===== config.mk =====
export PLATFORM = sky130hd
export DESIGN_NAME = ghq_ctrl
export DESIGN_NICKNAME = d
export VERILOG_FILES = /design/src/ghq_pkg.sv /design/src/ghq_ctrl.sv
export SDC_FILE = /design/constraint.sdc
export NUM_CORES = 1
export LEC_CHECK = 0
export ABC_AREA = 1
export BUFFER_PORTS_ARGS = -buffer_cell sky130_fd_sc_hd__buf_2
export CORE_AREA = 4 4 47 49
export CTS_CLUSTER_SIZE = 8
export DETAILED_ROUTE_END_ITERATION = 10
export DIE_AREA = 0 0 51 53
export GPL_TIMING_DRIVEN = 0
export MAX_ROUTING_LAYER = met4
export SLEW_MARGIN = 0
export SYNTH_ARGS = -nofsm -noshare
export SYNTH_HDL_FRONTEND = slang
export SYNTH_SLANG_ARGS = --single-unit

===== constraint.sdc =====
create_clock -name clk -period 1.7 [get_ports clk]
set_clock_uncertainty 0.2 [all_clocks]
set_input_delay 0.085 -clock clk [delete_from_list [all_inputs] [get_ports clk]]
set_output_delay 0.085 -clock clk [all_outputs]
set_load 0.01 [all_outputs]

===== src/ghq_pkg.sv =====
`default_nettype none
package ghq_pkg;

  // Grid geometry
  localparam int GRID_SIDE  = 129;
  localparam int GRID_CELLS = GRID_SIDE * GRID_SIDE;
  localparam int ADDR_W     = $clog2(GRID_CELLS);
  localparam int CELL_W     = $clog2(GRID_SIDE);

  // Fixed-point formats
  localparam int Q_W     = 32;               // Q16.16 word
  localparam int FRAC_W  = 16;
  localparam int ONE_Q16 = 65536;
  localparam int IDX_W   = 15;               // vertex index field
  localparam int TX_W    = 34;               // local coordinate / corner difference
  localparam int WT_W    = 17;               // unsigned multiplier operand
  localparam int MUL_W   = TX_W + WT_W + 1;  // signed product
  localparam int GX_W    = MUL_W;            // grid coordinate, Q.16
  localparam int CX_W    = GX_W - FRAC_W;    // integer cell, signed
  localparam int ACC_W   = MUL_W;            // interpolation sum, Q.32
  localparam int H_W     = ACC_W - FRAC_W + 1;

  // Stream and configuration port widths
  localparam int IN_FIELDS_W = IDX_W + 3 * Q_W;
  localparam int IN_DATA_W   = ((IN_FIELDS_W + 7) / 8) * 8;
  localparam int CFG_IDX_W   = 3;

  typedef enum logic [CFG_IDX_W-1:0] {
    REG_WORLD_X     = 3'd0,
    REG_WORLD_Z     = 3'd1,
    REG_WORLD_Y     = 3'd2,
    REG_ORIGIN_X    = 3'd3,
    REG_ORIGIN_Z    = 3'd4,
    REG_INV_SPACING = 3'd5
  } cfg_reg_e;

  typedef enum logic {
    CMD_WRITE = 1'b0,
    CMD_QUERY = 1'b1
  } item_cmd_e;

  typedef enum logic [2:0] {
    MUL_XH,
    MUL_XL,
    MUL_ZH,
    MUL_ZL,
    MUL_D1,
    MUL_D2
  } mul_sel_e;

  typedef enum logic [1:0] {
    CORNER_LB,
    CORNER_RB,
    CORNER_LT,
    CORNER_RT
  } corner_e;

  typedef enum logic [1:0] {
    RES_HOLD,
    RES_WRITE,
    RES_OOR,
    RES_INTERP
  } res_sel_e;

  typedef enum logic [3:0] {
    ST_IDLE,
    ST_GXH,
    ST_GXL,
    ST_GZH,
    ST_GZL,
    ST_GZD,
    ST_CHECK,
    ST_READ,
    ST_RDW,
    ST_DIFF,
    ST_M1,
    ST_M2,
    ST_ACC,
    ST_FIN,
    ST_PUSH
  } state_e;

  typedef struct packed {
    logic     load_in;
    logic     wr_mem;
    mul_sel_e mul_sel;
    logic     hold_en;
    logic     gx_en;
    logic     gz_en;
    logic     chk_en;
    logic     rd_en;
    corner_e  corner;
    logic     diff_en;
    logic     acc_init;
    logic     acc_add;
    res_sel_e res_sel;
    logic     push;
  } ghq_cmd_t;

  typedef struct packed {
    logic in_range;
    logic out_free;
  } ghq_stat_t;

endpackage
`default_nettype wire


===== src/ghq_ctrl.sv =====
`default_nettype none
module ghq_ctrl (
  input  wire logic              clk,
  input  wire logic              rst,
  input  wire logic              in_valid,
  input  wire logic              in_cmd,
  output logic                   in_ready,
  input  wire ghq_pkg::ghq_stat_t stat,
  output ghq_pkg::ghq_cmd_t      cmd
);
  import ghq_pkg::*;

  state_e  state, state_next;
  corner_e rd_cnt, rd_cnt_next;

  always_ff @(posedge clk) begin
    if (rst) begin
      state  <= ST_IDLE;
      rd_cnt <= CORNER_LB;
    end else begin
      state  <= state_next;
      rd_cnt <= rd_cnt_next;
    end
  end

  always_comb begin
    state_next  = state;
    rd_cnt_next = rd_cnt;
    cmd         = '0;
    cmd.mul_sel = MUL_XH;
    cmd.corner  = rd_cnt;
    cmd.res_sel = RES_HOLD;
    in_ready    = 1'b0;
    unique case (state)
      ST_IDLE: begin
        in_ready = 1'b1;
        if (in_valid) begin
          if (item_cmd_e'(in_cmd) == CMD_QUERY) begin
            cmd.load_in = 1'b1;
            state_next  = ST_GXH;
          end else begin
            cmd.wr_mem  = 1'b1;
            cmd.res_sel = RES_WRITE;
            state_next  = ST_PUSH;
          end
        end
      end
      ST_GXH: begin
        cmd.mul_sel = MUL_XH;
        state_next  = ST_GXL;
      end
      ST_GXL: begin
        cmd.mul_sel = MUL_XL;
        cmd.hold_en = 1'b1;
        state_next  = ST_GZH;
      end
      ST_GZH: begin
        cmd.mul_sel = MUL_ZH;
        cmd.gx_en   = 1'b1;
        state_next  = ST_GZL;
      end
      ST_GZL: begin
        cmd.mul_sel = MUL_ZL;
        cmd.hold_en = 1'b1;
        state_next  = ST_GZD;
      end
      ST_GZD: begin
        cmd.gz_en  = 1'b1;
        state_next = ST_CHECK;
      end
      ST_CHECK: begin
        cmd.chk_en  = 1'b1;
        rd_cnt_next = CORNER_LB;
        if (stat.in_range) begin
          state_next = ST_READ;
        end else begin
          cmd.res_sel = RES_OOR;
          state_next  = ST_PUSH;
        end
      end
      ST_READ: begin
        cmd.rd_en = 1'b1;
        if (rd_cnt == CORNER_RT) begin
          state_next = ST_RDW;
        end else begin
          rd_cnt_next = corner_e'(rd_cnt + 2'd1);
        end
      end
      ST_RDW: begin
        state_next = ST_DIFF;
      end
      ST_DIFF: begin
        cmd.diff_en = 1'b1;
        state_next  = ST_M1;
      end
      ST_M1: begin
        cmd.mul_sel = MUL_D1;
        state_next  = ST_M2;
      end
      ST_M2: begin
        cmd.mul_sel  = MUL_D2;
        cmd.acc_init = 1'b1;
        state_next   = ST_ACC;
      end
      ST_ACC: begin
        cmd.acc_add = 1'b1;
        state_next  = ST_FIN;
      end
      ST_FIN: begin
        cmd.res_sel = RES_INTERP;
        state_next  = ST_PUSH;
      end
      ST_PUSH: begin
        if (stat.out_free) begin
          cmd.push   = 1'b1;
          state_next = ST_IDLE;
        end
      end
      default: begin
        state_next = ST_IDLE;
      end
    endcase
  end

endmodule
`default_nettype wire


==> impl_metrics.yaml <==
status:
  status: "completed"
synth:
  synth_top_family_by_area: "simple AND/OR/NAND/NOR gates"
  post_synth_and_or_nand_nor_area_fraction: 0.494
  ys_seq_elements: 6
  synthAdderAreaFrac: 0.0236
  synthCells: 93
  synthMuxAreaShare: 0
  ys_types: 17
  synth_xor_area_frac: 0
  syn_avg_cell_area_um2: 5.69
  synth_compound_area_frac: 0.0993
  netlist_area_um2: 529
  yosys_warnings: 0
  synth-seq-area-share: 0.227
  synth_nets: 100
placement:
  hpwlAfterDp_um: 1210
  port_buffers: 24
  routabilityCongestion: 0.873
timing:
  drv_slew: 0
  worst_pin_slew_ns: 0.218
  setup_viol: 0
  fin_crit_sh: 0.942
  fin_crit_ns: 1.60
  tns_ns: 0
  hold_violations: 0
  timing.hold.ws_ns: 0.0174
  rsz0062_at_grt: "true"
  max-slew-margin-rel: 0.853
  max_clock_freq_ghz: 0.625
power:
  power.internal_uw: 501
  combinationalPowerShare: 0.633
  irDropWorstVdd_mv: 0.497
  leakage_uw: 0.000464
  p_total_uw: 999
  seqPwrFrac: 0.237
  swShare: 0.499
  pwr-share-clk: 0.129
  p_per_area_nw_per_um2: 1370
  power.switching_uw: 498
global_route:
  grt_max_degree: 9
  grt_pass1_wl_um: 2300
  grt_pass1_vias: 575
  grt_antenna_before_repair: 0
  grt.total_usage: 0.115
  overflow: 0
worst_setup_path:
  critical_path_class: "reg -> out"
  crit_path_end_kind: "primary output"
  cp_max_fo: 5
  r2r_setup_slack_ns: 0.19
  timing.rr.start: "state[3]$_SDFFE_PP0P_"
  r2r_end: "state[1]$_SDFFE_PP0P_"
  cp-start-kind: "register"
  worstRegToRegCells: 8
  cp.arrival_ns: 1.32
  critical_path_required_ns: 1.41
clocking:
  clockBufferDepth: 2
  numCtsBuffers: 3
  clockRootBuffer: "clkbuf_4"
  clk_pin_slew_ns: 0.05
  clkLatencyLatePin_ns: 0.24
  cts_sinks: 6
  htree_levels: 1
  post_cts_buffers: 0
  cts_tree: "yes"
finish:
  final_nets: 130
  insertedDiodeCount: 0
  area_delta_synth_final_pct: 38.1
  layout_common_cells: "nand2_1 (24), buf_2 (24), inv_1 (18)"
  drive_gt1_frac: 0.339
  fillers: 224
floorplan:
  ios: 25
  dieHeight_um: 53
  dieArea_um2: 2700
  rows: 16
  core_um2: 1860
  die_w_um: 51
  floorplan.initialDensity: 0.284
routing:
  dr.pass1.iters: 4
  drt-wirelength-per-cell_um: 9.83
  via_per_inst: 4.41
  final_antenna_net_count: 0
  drc: 0
  routed_wl_um: 1460
  first_iter_violations: 12
  vias: 652
hold_path:
  hold_path_class: "in -> reg"
  hold_depth: 4
  whs_endpoint: "state[3]$_SDFFE_PP0P_"
  hold_path_startpoint: "stat[0]"
job:
  maxCapViolCount: 0
==> registers in the layout, summed over array words and instances (netlist names) <==
signal	cells
rd_cnt	2
state	4
==> worst max-delay path by stage <==
stage                     startpoint               endpoint  slack, ns  cells after the start
5_1_grt        state[1]$_SDFFE_PP0P_                 cmd[2]     -0.002                      7
2_1_floorplan  state[0]$_SDFFE_PP0P_                 cmd[1]       0.31                      5
3_3_place_gp   state[0]$_SDFFE_PP0P_                 cmd[1]       0.23                      6
6_report       state[1]$_SDFFE_PP0P_                 cmd[2]        0.1                      7
4_1_cts        state[1]$_SDFFE_PP0P_                 cmd[2]       0.01                      7
3_5_place_dp   state[2]$_SDFFE_PP0P_  state[1]$_SDFFE_PP0P_       0.21                      8
==> worst max-delay path: stages, from the launching register on <==
cell and delay, ns:
dfxtp_2 0.37, inv_1 0.10, nor2_4 0.14, nand2_2 0.11
inv_1 0.10, nand2_1 0.08, nand2_1 0.06, buf_2 0.12
==> cell type report <==
cell class | count | area (µm²) | share of cell area
Buffer | 1 | 11.3 | 0.0154
Clock buffer | 3 | 22.5 | 0.0308
Inverter | 19 | 71.3 | 0.0976
Multi-Input combinational cell | 67 | 339 | 0.464
Sequential cell | 6 | 123 | 0.168
Tap cell | 27 | 33.8 | 0.0462
Timing Repair Buffer | 25 | 130 | 0.178
==> through the flow <==
stage,std cells,util,cell area (µm²),setup slack [ns]
global route,148,0.392,731,-0.00171
floorplan,93,-,529,0.314
CTS,148,0.387,721,0.0117
global placement,144,0.367,683,0.233
detailed placement,144,0.367,683,0.206
finish,148,0.392,731,0.0993
==> power by group through the flow <==
stage	combinational [µW]	clock, µW	sequential, µW
floorplan	445	0	214
global placement	611	0	224
detailed placement	614	0	225
CTS	629	138	225
global route	720	149	241
finish	633	129	237
==> synthesized netlist by cell type <==
master | count | area (µm²)
nand2_1 | 25 | 93.8
inv_1 | 18 | 67.6
nor2_1 | 11 | 41.3
nand3_1 | 8 | 40.0
a21oi_1 | 7 | 35.0
dfxtp_1 | 6 | 120
nor3_1 | 4 | 20.0
nand2_2 | 2 | 12.5
nor2_2 | 2 | 12.5
nor2_4 | 2 | 22.5
o21ai_0 | 2 | 10.0
buf_6 | 1 | 11.3
ha_1 | 1 | 12.5
inv_2 | 1 | 3.75
nand2_4 | 1 | 11.3
nand3b_1 | 1 | 7.51
o211ai_1 | 1 | 7.51
==> timing repair <==
item                                    in CTS  in global routing
endpoints found under the hold margin        6                  0
resized for setup                            2                  5
endpoints found under the setup margin       1                  3
pin swaps                                    0                  1
hold buffers                                 1                  0
==> layer usage <==
| metal | routed length, µm | global-route usage | part of all wire |
|---|---|---|---|
| met5 | 0 | - | 0 |
| met4 | 0 | 0.0583 | 0 |
| met3 | 97 | 0.0225 | 0.067 |
| met2 | 699 | 0.195 | 0.48 |
| met1 | 658 | 0.128 | 0.45 |
==> cells by family (layout without fill, tap and decap cells) <==
family | Yosys count | count (layout)
compound gates | 10 | 10
simple gates | 56 | 56
fa+ha+maj | 1 | 1
buf+inv | 20 | 48
flops | 6 | 6
Power figures use the tool's default switching activity.
